[src/hw/rtl/ssc_pkg.sv]
// shared constants and types for the switching sequence checker
`timescale 1ns / 1ps

package ssc_pkg;

  // default sample width and first sample of the open check
  localparam int SAMPLE_BITS_DEF      = 12;
  localparam int OPEN_CHECK_START_DEF = 4;

  // register field widths
  localparam int THRESH_W = 11;
  localparam int WLEN_W   = 7;
  localparam int CNT_W    = 7;
  localparam int STATE_W  = 2;

  // register reset values
  localparam logic [THRESH_W-1:0] THRESH_RST = THRESH_W'(70);
  localparam logic [WLEN_W-1:0]   WLEN_RST   = WLEN_W'(100);

  // configuration port
  localparam int CFG_DATA_W = 32;
  localparam int CFG_ADDR_W = 3;
  localparam logic REG_THRESHOLD  = 1'b0;
  localparam logic REG_WINDOW_LEN = 1'b1;

  // line state codes
  typedef logic [STATE_W-1:0] line_state_t;
  localparam line_state_t LS_OPEN    = 2'd0;
  localparam line_state_t LS_IDLE    = 2'd1;
  localparam line_state_t LS_PASSED  = 2'd2;
  localparam line_state_t LS_CLOSED  = 2'd3;

endpackage

[src/hw/rtl/ssc_if.sv]
// valid/ready channel interfaces for samples and results
`timescale 1ns / 1ps

interface ssc_in_if #(
  parameter int SAMPLE_BITS = ssc_pkg::SAMPLE_BITS_DEF
);
  logic                          valid;
  logic                          ready;
  logic signed [SAMPLE_BITS-1:0] sample;
  logic                          show_request;

  modport source (output valid, output sample, output show_request, input ready);
  modport sink   (input valid, input sample, input show_request, output ready);
endinterface

interface ssc_out_if;
  logic                        valid;
  logic                        ready;
  logic [ssc_pkg::STATE_W-1:0] line_state;
  logic                        passed;
  logic                        show_flag;

  modport source (output valid, output line_state, output passed, output show_flag,
                  input ready);
  modport sink   (input valid, input line_state, input passed, input show_flag,
                  output ready);
endinterface

[src/hw/rtl/switching_sequence_checker_top.sv]
// switching sequence checker: sample classification, window checks and pass latch
//
//   channel  | direction | handshake             | payload
//   ---------+-----------+-----------------------+---------------------------------
//   in_ch    | sink      | valid/ready           | sample, show_request
//   out_ch   | source    | valid/ready           | line_state, passed, show_flag
//   apb      | slave     | psel/penable, pready=1| threshold @0x0, window_length @0x4
//
// one sample per cycle sustained while out_ch does not stall the result
// the input register feeds one step of compare and counter logic into the result register
// synchronous active-low reset clears the valid bits and resets check state and config registers
// a stalled result holds the result register; the input register takes one more sample if it is
// empty, then in_ch.ready drops until the result is taken
`timescale 1ns / 1ps

module switching_sequence_checker_top #(
  parameter int SAMPLE_BITS      = ssc_pkg::SAMPLE_BITS_DEF,
  parameter int OPEN_CHECK_START = ssc_pkg::OPEN_CHECK_START_DEF
) (
  input  logic                             clk,
  input  logic                             rst_n,
  ssc_in_if.sink                           in_ch,
  ssc_out_if.source                        out_ch,
  input  logic                             psel,
  input  logic                             penable,
  input  logic                             pwrite,
  input  logic [ssc_pkg::CFG_ADDR_W-1:0]   paddr,
  input  logic [ssc_pkg::CFG_DATA_W-1:0]   pwdata,
  output logic [ssc_pkg::CFG_DATA_W-1:0]   prdata,
  output logic                             pready
);
  import ssc_pkg::*;

  // compare width holds the sample and the negated threshold
  localparam int CMP_W = ((SAMPLE_BITS > THRESH_W) ? SAMPLE_BITS : THRESH_W) + 2;
  localparam logic [CNT_W-1:0] OPEN_START = CNT_W'(OPEN_CHECK_START);

  // configuration registers
  logic [THRESH_W-1:0] threshold_r;
  logic [WLEN_W-1:0]   window_len_r;
  logic                cfg_wr;
  logic                reg_sel;

  assign pready  = 1'b1;
  assign reg_sel = paddr[2];
  assign cfg_wr  = psel && penable && pwrite && pready;

  always_ff @(posedge clk) begin
    if (!rst_n) begin
      threshold_r  <= THRESH_RST;
      window_len_r <= WLEN_RST;
    end else if (cfg_wr) begin
      case (reg_sel)
        REG_THRESHOLD:  threshold_r  <= pwdata[THRESH_W-1:0];
        REG_WINDOW_LEN: window_len_r <= pwdata[WLEN_W-1:0];
        default:        ;
      endcase
    end
  end

  // register readback
  always_comb begin
    case (reg_sel)
      REG_THRESHOLD:  prdata = CFG_DATA_W'(threshold_r);
      REG_WINDOW_LEN: prdata = CFG_DATA_W'(window_len_r);
      default:        prdata = '0;
    endcase
  end

  // pipeline control
  logic in_vld_r;
  logic out_vld_r;
  logic adv;
  logic in_xfer;

  assign adv          = in_vld_r && (!out_vld_r || out_ch.ready);
  assign in_ch.ready  = !in_vld_r || adv;
  assign in_xfer      = in_ch.valid && in_ch.ready;
  assign out_ch.valid = out_vld_r;

  always_ff @(posedge clk) begin
    if (!rst_n) begin
      in_vld_r  <= 1'b0;
      out_vld_r <= 1'b0;
    end else begin
      if (in_ch.ready) in_vld_r <= in_ch.valid;
      if (adv) out_vld_r <= 1'b1;
      else if (out_ch.ready) out_vld_r <= 1'b0;
    end
  end

  // input register
  logic signed [SAMPLE_BITS-1:0] sample_r;
  logic                          show_req_r;

  always_ff @(posedge clk) begin
    if (in_xfer) begin
      sample_r   <= in_ch.sample;
      show_req_r <= in_ch.show_request;
    end
  end

  // check state
  line_state_t      state_r,      state_nxt;
  logic             first_pend_r, first_pend_nxt;
  logic             low_seen_r,   low_seen_nxt;
  logic             armed_r,      armed_nxt;
  logic [CNT_W-1:0] cnt_r,        cnt_nxt;
  logic             first_hi_r,   first_hi_nxt;
  logic             closed_r,     closed_nxt;
  logic             opened_r,     opened_nxt;
  logic             timed_r,      timed_nxt;
  logic             pass_r,       pass_nxt;
  logic             disp_r,       disp_nxt;

  // sample classification with strict compares
  logic signed [CMP_W-1:0] s_ext;
  logic signed [CMP_W-1:0] t_pos;
  logic signed [CMP_W-1:0] t_neg;
  logic                    is_low, is_high, is_neutral;
  logic [CNT_W-1:0]        cnt_inc;

  assign s_ext      = CMP_W'(sample_r);
  assign t_pos      = $signed({{(CMP_W-THRESH_W){1'b0}}, threshold_r});
  assign t_neg      = -t_pos;
  assign is_low     = s_ext < t_neg;
  assign is_high    = s_ext > t_pos;
  assign is_neutral = (s_ext > t_neg) && (s_ext < t_pos);
  assign cnt_inc    = cnt_r + CNT_W'(1);

  // one step of the sequence check
  always_comb begin
    state_nxt      = state_r;
    first_pend_nxt = first_pend_r;
    low_seen_nxt   = low_seen_r;
    armed_nxt      = armed_r;
    cnt_nxt        = cnt_r;
    first_hi_nxt   = first_hi_r;
    closed_nxt     = closed_r;
    opened_nxt     = opened_r;
    timed_nxt      = timed_r;
    pass_nxt       = pass_r;
    disp_nxt       = disp_r;

    if (is_neutral) state_nxt = LS_IDLE;
    if (is_low) begin
      state_nxt    = LS_OPEN;
      low_seen_nxt = 1'b1;
    end
    if (is_high && first_pend_r) begin
      state_nxt      = LS_IDLE;
      first_pend_nxt = 1'b0;
    end
    // low-to-high crossing arms the window
    if (low_seen_r && is_high) armed_nxt = 1'b1;

    if (armed_nxt) begin
      cnt_nxt = cnt_inc;
      if (cnt_inc == CNT_W'(1)) first_hi_nxt = is_high;
      if (cnt_inc == CNT_W'(2)) begin
        if (first_hi_r && is_high) begin
          closed_nxt = 1'b1;
          state_nxt  = LS_CLOSED;
        end else begin
          state_nxt = LS_IDLE;
          cnt_nxt   = '0;
        end
      end
      if (cnt_inc >= OPEN_START) begin
        if (cnt_inc < window_len_r) begin
          if (is_low) opened_nxt = 1'b1;
        end else begin
          // window end
          timed_nxt    = 1'b1;
          state_nxt    = LS_IDLE;
          cnt_nxt      = '0;
          low_seen_nxt = is_low;
          armed_nxt    = 1'b0;
        end
      end
    end

    // all marks held: latch the pass
    if (closed_nxt && opened_nxt && timed_nxt) begin
      state_nxt = LS_PASSED;
      pass_nxt  = 1'b1;
      disp_nxt  = 1'b0;
    end

    if (show_req_r) disp_nxt = 1'b1;
  end

  always_ff @(posedge clk) begin
    if (!rst_n) begin
      state_r      <= LS_OPEN;
      first_pend_r <= 1'b1;
      low_seen_r   <= 1'b0;
      armed_r      <= 1'b0;
      cnt_r        <= '0;
      first_hi_r   <= 1'b0;
      closed_r     <= 1'b0;
      opened_r     <= 1'b0;
      timed_r      <= 1'b0;
      pass_r       <= 1'b0;
      disp_r       <= 1'b1;
    end else if (adv) begin
      state_r      <= state_nxt;
      first_pend_r <= first_pend_nxt;
      low_seen_r   <= low_seen_nxt;
      armed_r      <= armed_nxt;
      cnt_r        <= cnt_nxt;
      first_hi_r   <= first_hi_nxt;
      closed_r     <= closed_nxt;
      opened_r     <= opened_nxt;
      timed_r      <= timed_nxt;
      pass_r       <= pass_nxt;
      disp_r       <= disp_nxt;
    end
  end

  // result register
  line_state_t line_state_r;
  logic        passed_r;
  logic        show_flag_r;

  always_ff @(posedge clk) begin
    if (adv) begin
      line_state_r <= state_nxt;
      passed_r     <= pass_nxt;
      show_flag_r  <= disp_nxt;
    end
  end

  assign out_ch.line_state = line_state_r;
  assign out_ch.passed     = passed_r;
  assign out_ch.show_flag  = show_flag_r;

endmodule
[src/flat_wrapper.sv]
// flat-port wrapper written by rule: the top's interface ports become plain ports
module switching_sequence_checker_top_flat import ssc_pkg::*;
#(
  parameter int SAMPLE_BITS      = ssc_pkg::SAMPLE_BITS_DEF,
  parameter int OPEN_CHECK_START = ssc_pkg::OPEN_CHECK_START_DEF
)
  (clk, rst_n, psel, penable, pwrite, paddr, pwdata, prdata, pready, in_ch_valid, in_ch_sample, in_ch_show_request, in_ch_ready, out_ch_valid, out_ch_line_state, out_ch_passed, out_ch_show_flag, out_ch_ready);
  ssc_in_if #(.SAMPLE_BITS(SAMPLE_BITS)) in_ch_i ();
  ssc_out_if out_ch_i ();
  input  logic clk;
  input  logic rst_n;
  input  logic psel;
  input  logic penable;
  input  logic pwrite;
  input  logic [ssc_pkg::CFG_ADDR_W-1:0] paddr;
  input  logic [ssc_pkg::CFG_DATA_W-1:0] pwdata;
  output logic [ssc_pkg::CFG_DATA_W-1:0] prdata;
  output logic pready;
  input wire logic [$bits(in_ch_i.valid)-1:0] in_ch_valid;
  input wire logic [$bits(in_ch_i.sample)-1:0] in_ch_sample;
  input wire logic [$bits(in_ch_i.show_request)-1:0] in_ch_show_request;
  output wire logic [$bits(in_ch_i.ready)-1:0] in_ch_ready;
  output wire logic [$bits(out_ch_i.valid)-1:0] out_ch_valid;
  output wire logic [$bits(out_ch_i.line_state)-1:0] out_ch_line_state;
  output wire logic [$bits(out_ch_i.passed)-1:0] out_ch_passed;
  output wire logic [$bits(out_ch_i.show_flag)-1:0] out_ch_show_flag;
  input wire logic [$bits(out_ch_i.ready)-1:0] out_ch_ready;
  assign in_ch_i.valid = in_ch_valid;
  assign in_ch_i.sample = in_ch_sample;
  assign in_ch_i.show_request = in_ch_show_request;
  assign in_ch_ready = in_ch_i.ready;
  assign out_ch_valid = out_ch_i.valid;
  assign out_ch_line_state = out_ch_i.line_state;
  assign out_ch_passed = out_ch_i.passed;
  assign out_ch_show_flag = out_ch_i.show_flag;
  assign out_ch_i.ready = out_ch_ready;
  switching_sequence_checker_top #(.SAMPLE_BITS(SAMPLE_BITS), .OPEN_CHECK_START(OPEN_CHECK_START)) u_core (.clk(clk), .rst_n(rst_n), .in_ch(in_ch_i), .out_ch(out_ch_i), .psel(psel), .penable(penable), .pwrite(pwrite), .paddr(paddr), .pwdata(pwdata), .prdata(prdata), .pready(pready));
endmodule
[config.mk]
export PLATFORM = sky130hd
export DESIGN_NAME = switching_sequence_checker_top_flat
export DESIGN_NICKNAME = d
export VERILOG_FILES = /design/src/hw/rtl/ssc_pkg.sv /design/src/hw/rtl/ssc_if.sv /design/src/hw/rtl/switching_sequence_checker_top.sv /design/src/flat_wrapper.sv
export SDC_FILE = /design/constraint.sdc
export NUM_CORES = 1
export LEC_CHECK = 0
export BUFFER_PORTS_ARGS = -buffer_cell sky130_fd_sc_hd__buf_2
export CAP_MARGIN = 20
export CORE_MARGIN = 5
export CORE_UTILIZATION = 48
export DETAILED_ROUTE_END_ITERATION = 8
export PLACE_DENSITY = 0.77
export SLEW_MARGIN = 10
export SYNTH_ARGS = -nofsm -noshare
export SYNTH_HDL_FRONTEND = slang
export SYNTH_SLANG_ARGS = --single-unit
[constraint.sdc]
create_clock -name clk -period 3.25 [get_ports clk]
set_clock_uncertainty 0.1 [all_clocks]
set_input_delay 0.65 -clock clk [delete_from_list [all_inputs] [get_ports clk]]
set_output_delay 0.65 -clock clk [all_outputs]
set_load 0.005 [all_outputs]
==> results of run 1 <==
[flip-flops by register name, indices dropped and copies added (netlist names), 2 cells and up]
name and flops:
u_core.cnt_r 7, u_core.out_ch.line_state 2, u_core.sample_r 12, u_core.state_r 2, u_core.threshold_r 11, u_core.window_len_r 7
[kinds of logic (layout without fill, tap and decap cells)]
logic type	count (synthesis)	after routing	share of synthesized area, %
mux	6	6	1.70
simple gates	143	143	19.3
fa+ha+maj	34	34	12.0
compound gates	91	91	17.8
buf+inv	70	116	9.79
other cells	2	22	0.212
xor+xnor	13	13	3.22
flops	55	55	35.9
[tightest hold or removal path, stage by stage, from the launching register on]
cell and delay [ps]:
dfxtp_1 320, nand2_1 50, nand2_1 40
[placed cells by master (no fill, tap or decap), drive strengths merged, types with 2 or more instances in the layout]
cell type  count
and3           2
edfxtp        17
xor2           2
inv           37
buf           72
mux2i          6
o211ai        10
o21ai         18
nand3          5
o2111ai        2
a21boi        17
conb          22
and2           8
nor2          20
nand2         63
xnor2         11
ha            34
nand2b        12
nor3           8
a211o          2
nand4          9
o21a           5
a211oi         3
a21o           4
dfxtp         38
clkbuf         6
nor4           4
o31ai          2
nand4b         3
nor2b          5
a21oi         14
[timing repair]
action | CTS | global route
endpoints found under the setup margin | 7 | 8
buffers inserted | 0 | 2
gates resized for setup | 7 | 22
pin swaps | 5 | 7
[power breakdown]
| part | total, mW | switching [mW] | leakage [nW] | internal, mW |
|---|---|---|---|---|
| logic | 0.171 | 0.0991 | 1.27 | 0.0718 |
| clock network | 0.509 | 0.232 | 0.0669 | 0.277 |
| registers | 0.746 | 0.0153 | 0.471 | 0.731 |
| total | 1.43 | 0.346 | 1.81 | 1.08 |
[area by class of cell]
| type | count | share of cell area, % |
|---|---|---|
| clock buffers | 6 | 2.24 |
| clock inverters | 2 | 0.867 |
| inverters | 36 | 3.23 |
| multi-input cells | 309 | 50.1 |
| flip-flops and latches | 55 | 30.5 |
| well taps | 99 | 2.96 |
| repair buffers | 72 | 10.0 |
[per-stage QoR]
stage | worst slack [ps] | instance area, µm² | power [mW] | hold slack (ps) | setup TNS (ps)
floorplan | 132 | 3610 | 0.874 | 321 | 0
global placement | 36.1 | 3930 | 0.912 | 331 | 0
detailed placement | -65.7 | 3930 | 0.919 | 333 | -185
CTS | 22.1 | 4100 | 1.43 | 350 | 0
global route | -124 | 4180 | 1.49 | 367 | -516
finish | 59.7 | 4180 | 1.43 | 347 | 0
[worst max path at each step]
stage                                      from                       to  slack, ps  depth (start not counted)
final                     u_core.threshold_r[5]  u_core.out_ch.show_flag         60                         15
after global routing      u_core.threshold_r[4]        u_core.state_r[0]       -120                         16
after CTS                 u_core.threshold_r[4]  u_core.out_ch.show_flag         20                         15
after detailed placement  u_core.threshold_r[5]  u_core.out_ch.show_flag        -70                         15
after global placement    u_core.threshold_r[5]  u_core.out_ch.show_flag         40                         15
after floorplan           u_core.threshold_r[3]  u_core.out_ch.show_flag        130                         14
[routing by layer]
metal  GRT usage, %  share of wire, %  routed length, µm  vias to the layer above
met2           31.4                48               3980                       88
met5              0                 0                  0                        -
met4           4.03              0.82                 68                        0
li1               -                 -                  -                     1525
met3           2.81               6.7                553                        7
met1           24.1                44               3660                     1431
==> metrics.md, run 1 <==
| Metric | Value |
|---|---|
| CP Buf/Inv Count | `2` |
| Via density | `5.27` |
| Worst path max stage delay | `around 340 ps` |
| Core Area | `between 7000 and 8000 µm²` |
| Htree depth | `2` |
| FF+latch area | `about 1300 µm²` |
| RSZ-0062 raised after global routing | `yes` |
| Largest net degree at the start of global routing | `between 40 and 50` |
| Row Count | `31` |
| Detailed Route WL | `about 8.3 mm` |
| Initial antenna violation count | `0` |
| Gr ovfl total | `0` |
| Die Span Y | `95.9 µm` |
| Max_slew headroom | `between 30% and 40%` |
| Syn. warnings | `0` |
| Min Tclk post-route | `about 3200 ps` |
| Post-synthesis cell area | `about 3500 µm²` |
| Worst skew pair latency | `~310 ps` |
| Min-delay src | `u_core.first_pend_r` |
| CP required | `3230 ps` |
| Wire per inst | `14.3 µm` |
| Cell leakage power | `1.81 nW` |
| Placer Congestion | `0.878` |
| Worst-path cell chain | `inv_2, nand4_1, nor2_2, nand2_2, nor4_4, xnor2_1, ha_1, nand4_1, nor3_2, nor2_1, a2bb2oi_2, a2111o_1, a32oi_1, buf_4, o21ai_1` |
| Slowest CP cell | `a2111o_1` |
| Crit share post-route | `a little over nine tenths` |
| GRT Overall Usage | `approximately 18%` |
| Synth cell types | `52` |
| First-pass GRT wire length | `between 10 and 15 mm` |
| Hold EP | `u_core.first_pend_r` |
| Max IR drop VDD | `0.000291 V` |
| Register bit total from synthesis | `55` |
| Area share of the largest cell type after synthesis | `a little over a fifth` |
| Worst-margin pin slew | `between 1000 and 1500 ps` |
| Final Util | `between 50% and 60%` |
| Top cell by count, worst path | `nand4_1` |
| Setup CP Type | `register to register` |
| Filler Cells Inserted | `~650` |
| # placed instances | `569` |
| Count leader, synth | `nand2_1` |
| CP endpoint kind | `register` |
| Cells after synthesis | `414` |
| Clock root buffer | `clkbuf_8` |
| Critical path arrival | `3170 ps` |
| # nets final | `between 500 and 600` |
| Max Slew Vio Count | `0` |
| Non-filler cells, final | `between 500 and 600` |
| Ys flop type | `dfxtp_1` |
| Number of I/O pins | `94` |
| Hold path depth | `2` |
| Area taken by multi-input logic gates | `2100 µm²` |
| Clock transition at the registers of the reported paths | `100 ps` |
| DR iter-0 viols | `164` |
| Post-DRT Antenna Nets | `0` |
| Inserted Clock Buffers | `5` |
| Top cells by area, synth | `dfxtp_1, edfxtp_1, ha_1` |
| Area Growth Syn to Fin | `18.2%` |
| Die width | `~96 µm` |
| Path depth of the worst reg2reg path | `15` |
| Mean Syn Cell Area | `between 8 and 9 µm²` |
| Clock Tree Buf Depth | `2` |
| Max frequency | `approximately 0.31 GHz` |
| Synth cell count leaders | `nand2_1, dfxtp_1, inv_1` |
| Crit Path Max Fanout | `4` |
| Reg-to-Reg End | `u_core.out_ch.show_flag` |
| Crit path max-delay family | `simple AND/OR/NAND/NOR gates` |
| Full die area | `just over 9000 µm²` |
| TritonCTS clock tree | `done` |
| Port Buffers | `48` |
| HP Class | `register to register` |
| 1st-pass router iterations | `4` |
| Max-cap viol count | `0` |
| Asr flop ratio synth | `0%` |
| Starting Density | `between 40% and 50%` |
| Fraction of layout cells with a size suffix above 1 | `between 20% and 30%` |
| PwrDens | `between 300 and 400 nW/µm²` |
| Routed via count | `between 3000 and 4000` |
| Synth area leader | `dfxtp_1` |
| Sequential element share of the synthesized area | `between 30% and 40%` |
| Endpoints failing setup | `0` |
| Startpoint types | `register` |
| Status | `finished clean` |
| Worst reg2reg path startpoint | `u_core.threshold_r[5]` |
| HPWL Detailed | `slightly above 6 mm` |
| Vias in the first global route | `roughly 2900` |
| N_diodes | `0` |
| Post-synth EDFFs | `17` |
| CTS Sinks | `between 50 and 60` |
| # hold bufs at CTS | `0` |
| Final Hold Viols | `0` |
| DR DRC count | `0` |
| Flop2flop setup slack | `about 60 ps` |
Note: power is estimated with default switching activity, not from simulation.
==> run 2: changes to the inputs <==
--- a/config.mk
+++ b/config.mk
@@ -7,10 +7,13 @@
 export LEC_CHECK = 0
 export BUFFER_PORTS_ARGS = -buffer_cell sky130_fd_sc_hd__buf_2
 export CAP_MARGIN = 20
+export CORE_ASPECT_RATIO = 1.25
 export CORE_MARGIN = 5
 export CORE_UTILIZATION = 48
 export DETAILED_ROUTE_END_ITERATION = 8
+export HOLD_SLACK_MARGIN = 0.1
 export PLACE_DENSITY = 0.77
+export SETUP_SLACK_MARGIN = 0.3
 export SLEW_MARGIN = 10
 export SYNTH_ARGS = -nofsm -noshare
 export SYNTH_HDL_FRONTEND = slang
==> run 2 against run 1 <==
- the run now ends with negative setup slack left
- via count up 2.5%
- register-to-register slack worse by 70 ps
- die area up 0.12%
- combinational power up 2%
- highest routed layer unchanged
==> metrics.md, run 2 (synthesis gave the netlist of run 1 again) <==
| Metric | Value |
|---|---|
| DR iter-0 viols | `186 (was 164)` |
| Die Span Y | `106 µm (was 95.9 µm)` |
| # placed instances | `553 (was 569)` |
| Final setup margin | `-10.8 ps (was 59.7 ps)` |
| Placer Congestion | `0.846 (was 0.878)` |
| Setup CP Type | `register to register (unchanged)` |
| Most frequent cells in the layout | `nand2_1, buf_2, dfxtp_1, inv_1, ha_1 (was nand2_1, buf_2, ha_1, dfxtp_1, inv_1)` |
| HPWL Detailed | `6.34 mm (was 6.19 mm)` |
| Worst path max stage delay | `340 ps (about the same)` |
| Port Buffers | `48 (unchanged)` |
| Via density | `5.47 (was 5.27)` |
| First-pass GRT wire length | `13.8 mm (was 13.3 mm)` |
| Violated checks | `negative setup slack` |
| Area taken by multi-input logic gates | `2110 µm² (was 2100 µm²)` |
| HP Class | `register to register (unchanged)` |
| Core Area | `7270 µm² (was 7210 µm²)` |
| GRT Overall Usage | `18.4% (was 18.3%)` |
| Htree depth | `2 (unchanged)` |
| Vias in the first global route | `3101 (was 2878)` |
| Max Slew Vio Count | `0 (unchanged)` |
| Max IR drop VDD | `0.000198 V (was 0.000291 V)` |
| Crit share post-route | `100% (was 98.2%)` |
| Number of I/O pins | `94 (unchanged)` |
| Post-DRT Antenna Nets | `0 (unchanged)` |
| Status | `complete, but fails checks (was finished clean)` |
| Final Hold Viols | `0 (unchanged)` |
| DR DRC count | `0 (unchanged)` |
| Cell leakage power | `1.78 nW (was 1.81 nW)` |
| PwrDens | `317 nW/µm² (was 341 nW/µm²)` |
| 1st-pass router iterations | `5 (was 4)` |
| Clock Tree Buf Depth | `2 (unchanged)` |
| Full die area | `9200 µm² (was 9190 µm²)` |
| Startpoint types | `register (unchanged)` |
| Worst-margin pin slew | `850 ps (was 1020 ps)` |
| Min Tclk post-route | `3260 ps (was 3190 ps)` |
| Setup TNS Final | `-15.6 ps (was 0 ps)` |
| Total power | `1.32 mW (was 1.43 mW)` |
| Clock root buffer | `clkbuf_8 (unchanged)` |
| Row Count | `35 (was 31)` |
| Top flop regs | `u_core.sample_r (12), u_core.threshold_r (11) (unchanged)` |
| Wire per inst | `14.7 µm (was 14.3 µm)` |
| TritonCTS clock tree | `done (unchanged)` |
| Max_slew headroom | `43.1% (was 31.7%)` |
| Initial antenna violation count | `0 (unchanged)` |
| Max-cap viol count | `0 (unchanged)` |
| Starting Density | `48.7% (was 49.0%)` |
| CP required | `3210 ps (was 3230 ps)` |
| Max reg flops | `12 (unchanged)` |
| N_diodes | `0 (unchanged)` |
| Max frequency | `0.307 GHz (was 0.313 GHz)` |
| Worst skew pair latency | `310 ps (about the same)` |
| CP endpoint kind | `register (unchanged)` |
| RSZ-0062 raised after global routing | `yes (unchanged)` |
| Routed via count | `3127 (was 3051)` |
| Worst-path cell chain | `inv_1, ha_2, nand2_2, nor4_4, xnor2_1, ha_1, nand4_1, o22ai_2, nor4b_2, a2bb2oi_2, a2111o_1, a32oi_2, nor2_1 (was inv_2, nand4_1, nor2_2, nand2_2, nor4_4, xnor2_1, ha_1, nand4_1, nor3_2, nor2_1, a2bb2oi_2, a2111o_1, a32oi_1, buf_4, o21ai_1)` |
| CTS Sinks | `55 (unchanged)` |
| Detailed Route WL | `8.44 mm (was 8.26 mm)` |
| Clock transition at the registers of the reported paths | `100 ps (about the same)` |
| Top reg by flops | `u_core.sample_r (unchanged)` |
| Filler Cells Inserted | `647 (was 649)` |
| Die width | `86.8 µm (was 95.9 µm)` |
| # nets final | `568 (unchanged)` |
| # hold bufs at CTS | `0 (unchanged)` |
| Crit Path Max Fanout | `4 (unchanged)` |
| Endpoints failing setup | `2 (was 0)` |
| FF+latch area | `1280 µm² (unchanged)` |
| Most common cell after layout, fill and taps aside | `nand2_1 (unchanged)` |
| Slowest CP cell | `a2111o_1 (unchanged)` |
| Non-filler cells, final | `572 (was 579)` |
| Area Growth Syn to Fin | `17.5% (was 18.2%)` |
| Gr ovfl total | `0 (unchanged)` |
| Critical path arrival | `3220 ps (was 3170 ps)` |
| Largest net degree at the start of global routing | `41 (unchanged)` |
| Fraction of layout cells with a size suffix above 1 | `23.3% (was 22.3%)` |
| Inserted Clock Buffers | `5 (unchanged)` |
run 2: area by class of cell:
| class | count | area share [%] |
|---|---|---|
| Sequential cell | 55 | 30.7 |
| Multi-Input combinational cell | 309 | 50.8 |
| Tap cell | 92 | 2.77 |
| Clock inverter | 1 | 0.211 |
| Clock buffer | 7 | 2.08 |
| Timing Repair Buffer | 72 | 10.2 |
| Inverter | 36 | 3.25 |
run 2: worst paths after layout:
kind,start,cells past startpoint,to,slack (ps)
worst max-delay path,u_core.threshold_r[0],13,u_core.out_ch.line_state[0],-10
worst min-delay path,u_core.first_pend_r,2,u_core.first_pend_r,350
worst max register to register,u_core.threshold_r[0],13,u_core.out_ch.line_state[0],-10
worst min register to register,u_core.first_pend_r,2,u_core.first_pend_r,350
run 2: metal layers:
layer  up-vias  routed length, µm  GRT usage [%]
met1      1479               3240           20.2
met3        17                477           2.71
met4         0                156           6.24
li1       1531                  -              -
met2       100               4560           34.7
met5         -                  0              0
run 2: worst max-delay path: cells and delay by family, from the launching register on:
family	cells	cell delay [ps]
adders and majority gates	2	520
DFF	1	330
buffers and inverters	1	90
AOI/OAI and AO/OA	4	870
xor gates and xnor gates	1	180
and+or+nand+nor	5	910
run 2: per-stage QoR:
| stage | cell area, µm² | util, % | hold WS (ps) | setup slack [ps] |
|---|---|---|---|---|
| after global routing | 4160 | 57.2 | 390 | -175 |
| after global placement | 3900 | 53.6 | 334 | 71.0 |
| final | 4160 | 57.2 | 355 | -10.8 |
| after CTS | 4080 | 56.2 | 357 | 72.2 |
| after floorplan | 3660 | - | 321 | 277 |
| after detailed placement | 3900 | 53.6 | 337 | -9.87 |
run 2: what timing repair did:
item,CTS,global route
pin swaps,13,13
setup endpoints to repair,16,17
setup buffers,9,2
gates resized for setup,12,15
gates cloned,0,0
run 2: where the power goes:
| group | switching (mW) | total, mW | internal (mW) |
|---|---|---|---|
| clock | 0.221 | 0.396 | 0.175 |
| sequential | 0.0153 | 0.746 | 0.731 |
| combinational | 0.101 | 0.175 | 0.0741 |
| total | 0.337 | 1.32 | 0.980 |
==> run 3: changes to the inputs <==
--- a/config.mk
+++ b/config.mk
@@ -7,7 +7,6 @@
 export LEC_CHECK = 0
 export BUFFER_PORTS_ARGS = -buffer_cell sky130_fd_sc_hd__buf_2
 export CAP_MARGIN = 20
-export CORE_ASPECT_RATIO = 1.25
 export CORE_MARGIN = 5
 export CORE_UTILIZATION = 48
 export DETAILED_ROUTE_END_ITERATION = 8
==> run 3 against run 2 <==
- the run still ends with negative setup slack left
- utilization up 0.94 points
- largest cell class unchanged
- clock power shrank 5.3%
- sequential power hardly changed
- first-iteration DRC count increased by 3.8%
- die area shrank 0.12%
- sequential share of layout area is 0.24 points lower
- critical path depth rose by 3
- final cell count is 1.0% higher
- power shrank 1.8%
==> metrics.md, run 3 (synthesis gave the netlist of run 1 again) <==
| Metric | Value |
|---|---|
| Routed via count | `3070 (was 3127)` |
| Starting Density | `49.0% (was 48.7%)` |
| HPWL Detailed | `6.05 mm (was 6.34 mm)` |
| Number of I/O pins | `94 (unchanged)` |
| CP required | `3220 ps (was 3210 ps)` |
| Startpoint types | `register (unchanged)` |
| Crit path max-delay family | `compound AO/OA/AOI/OAI gates (was simple AND/OR/NAND/NOR gates)` |
| Wire per inst | `14.0 µm (was 14.7 µm)` |
| Violated checks | `negative setup slack (unchanged)` |
| Most frequent cells in the layout | `nand2_1, buf_2, dfxtp_1, inv_1, ha_1 (unchanged)` |
| Net Sw Frac | `26.2% (was 25.6%)` |
| Critical path arrival | `3250 ps (was 3220 ps)` |
| Worst-margin pin slew | `947 ps (was 850 ps)` |
| Final setup margin | `-37.4 ps (was -10.8 ps)` |
| Sw Pwr | `339 µW (was 337 µW)` |
| Clock transition at the registers of the reported paths | `100 ps (about the same)` |
| Area Growth Syn to Fin | `18.6% (was 17.5%)` |
| Largest net degree at the start of global routing | `41 (unchanged)` |
| Combinational power share | `13.4% (was 13.3%)` |
| CTS Sinks | `55 (unchanged)` |
| Cell leakage power | `1.81 nW (was 1.78 nW)` |
| Worst-path cell chain | `inv_2, nand4_1, nor2_2, buf_4, nand2_4, nor3_4, xnor2_1, ha_1, buf_6, nand2_4, nor3_4, nor4b_2, a2bb2oi_2, a2111o_1, a32oi_2, o21ai_1 (was inv_1, ha_2, nand2_2, nor4_4, xnor2_1, ha_1, nand4_1, o22ai_2, nor4b_2, a2bb2oi_2, a2111o_1, a32oi_2, nor2_1)` |
| Htree depth | `2 (unchanged)` |
| Max frequency | `0.304 GHz (was 0.307 GHz)` |
| Post-DRT Antenna Nets | `0 (unchanged)` |
| Fraction of layout cells with a size suffix above 1 | `23.4% (was 23.3%)` |
| Max IR drop VDD | `0.000238 V (was 0.000198 V)` |
| N_diodes | `0 (unchanged)` |
| Clock network fraction of total power | `29.0% (was 30.1%)` |
| Max_slew headroom | `36.6% (was 43.1%)` |
| Worst skew pair latency | `310 ps (about the same)` |
| Int Power | `955 µW (was 980 µW)` |
| Via density | `5.31 (was 5.47)` |
| Crit share post-route | `101% (was 100%)` |
| # hold bufs at CTS | `0 (unchanged)` |
| Die Span Y | `95.9 µm (was 106 µm)` |
| Placer Congestion | `0.854 (was 0.846)` |
| Gr ovfl total | `0 (unchanged)` |
| Status | `complete, but fails checks (unchanged)` |
| Non-filler cells, final | `578 (was 572)` |
| Core Area | `7210 µm² (was 7270 µm²)` |
| Clock Tree Buf Depth | `2 (unchanged)` |
| CP Buf/Inv Count | `3 (was 1)` |
| Detailed Route WL | `8.11 mm (was 8.44 mm)` |
| RSZ-0062 raised after global routing | `yes (unchanged)` |
| Crit Path Max Fanout | `4 (unchanged)` |
| Min Tclk post-route | `3290 ps (was 3260 ps)` |
| Initial antenna violation count | `0 (unchanged)` |
| Most common cell after layout, fill and taps aside | `nand2_1 (unchanged)` |
| Top flop regs | `u_core.sample_r (12), u_core.threshold_r (11) (unchanged)` |
| Row Count | `31 (was 35)` |
| Clock root buffer | `clkbuf_8 (unchanged)` |
| TritonCTS clock tree | `done (unchanged)` |
| Port Buffers | `48 (unchanged)` |
| Max reg flops | `12 (unchanged)` |
| Worst path max stage delay | `440 ps (was 340 ps)` |
| DR iter-0 viols | `193 (was 186)` |
| 1st-pass router iterations | `4 (was 5)` |
| Max Slew Vio Count | `0 (unchanged)` |
| Endpoints failing setup | `5 (was 2)` |
| DR DRC count | `0 (unchanged)` |
| Total power | `1.29 mW (was 1.32 mW)` |
| Inserted Clock Buffers | `5 (unchanged)` |
| First-pass GRT wire length | `13.4 mm (was 13.8 mm)` |
| Final Hold Viols | `0 (unchanged)` |
| Top reg by flops | `u_core.sample_r (unchanged)` |
| Vias in the first global route | `2985 (was 3101)` |
| PwrDens | `308 nW/µm² (was 317 nW/µm²)` |
| HP Class | `register to register (unchanged)` |
| # nets final | `567 (was 568)` |
| Reg power frac | `57.7% (was 56.6%)` |
| # placed instances | `563 (was 553)` |
| GRT Overall Usage | `18.2% (was 18.4%)` |
| Setup CP Type | `register to register (unchanged)` |
| Max-cap viol count | `0 (unchanged)` |
| Die width | `95.9 µm (was 86.8 µm)` |
| CP endpoint kind | `register (unchanged)` |
| Full die area | `9190 µm² (was 9200 µm²)` |
| Slowest CP cell | `a2111o_1 (unchanged)` |
## run 3: cell count changes in the layout (fill, tap and decap cells not counted), sizes merged
cell / before / now
buf: 72 / 71
clkinvlp: 0 / 1
clkbuf: 7 / 6
## run 3: path summary, 6_finish.rpt
kind,slack (ps),start,to,cells past startpoint
min,360,u_core.first_pend_r,u_core.first_pend_r,2
max reg2reg,-40,u_core.threshold_r[5],u_core.out_ch.show_flag,16
min reg2reg,360,u_core.first_pend_r,u_core.first_pend_r,2
max,-40,u_core.threshold_r[5],u_core.out_ch.show_flag,16
## run 3: routing by layer
| layer | vias up | wire length (µm) | track usage, % | share of wire, % |
|---|---|---|---|---|
| li1 | 1530 | - | - | - |
| met1 | 1434 | 3630 | 23.7 | 45 |
| met2 | 90 | 3860 | 31.3 | 48 |
| met3 | 16 | 455 | 3.05 | 5.6 |
| met4 | 0 | 161 | 4.98 | 2.0 |
| met5 | - | 0 | 0 | 0 |
## run 3: stage by stage
step           TNS [ps]  cell area (µm²)  hold WS (ps)  setup WS, ps  util (%)
3_5_place_dp      -37.8             3930           343         -31.9      54.5
3_3_place_gp          0             3930           331          66.0      54.5
6_report          -99.4             4200           357         -37.4      58.2
5_1_grt           -1700             4200           385          -238      58.2
4_1_cts               0             4110           357          28.7      56.9
2_1_floorplan         0             3660           321           277         -
## run 3: final cells by class
cell class	count	area, µm²
Tap cell	99	124
Clock buffer	6	72.6
Clock inverter	2	12.5
Multi-Input combinational cell	309	2160
Timing Repair Buffer	71	417
Sequential cell	55	1280
Inverter	36	135
Fill cell	650	3020
## run 3: power groups by stage
stage	Combinational (mW)	Sequential (mW)	Clock, mW
4_1_cts	0.167	0.746	0.381
6_report	0.173	0.746	0.375
3_3_place_gp	0.152	0.760	0
2_1_floorplan	0.118	0.757	0
3_5_place_dp	0.158	0.761	0
5_1_grt	0.196	0.749	0.418
## run 3: what timing repair did
| item | in CTS | in global routing |
|---|---|---|
| setup endpoints to repair | 8 | 20 |
| buffers inserted | 5 | 2 |
| pin swaps | 17 | 14 |
| hold endpoints to repair | 0 | 0 |
| cloned | 0 | 0 |
| resized for setup | 18 | 16 |
## run 3: tightest hold or removal path: cells and delay by family (launching register included)
family        cells  cell delay (ps)
flops             1              320
simple gates      2              100
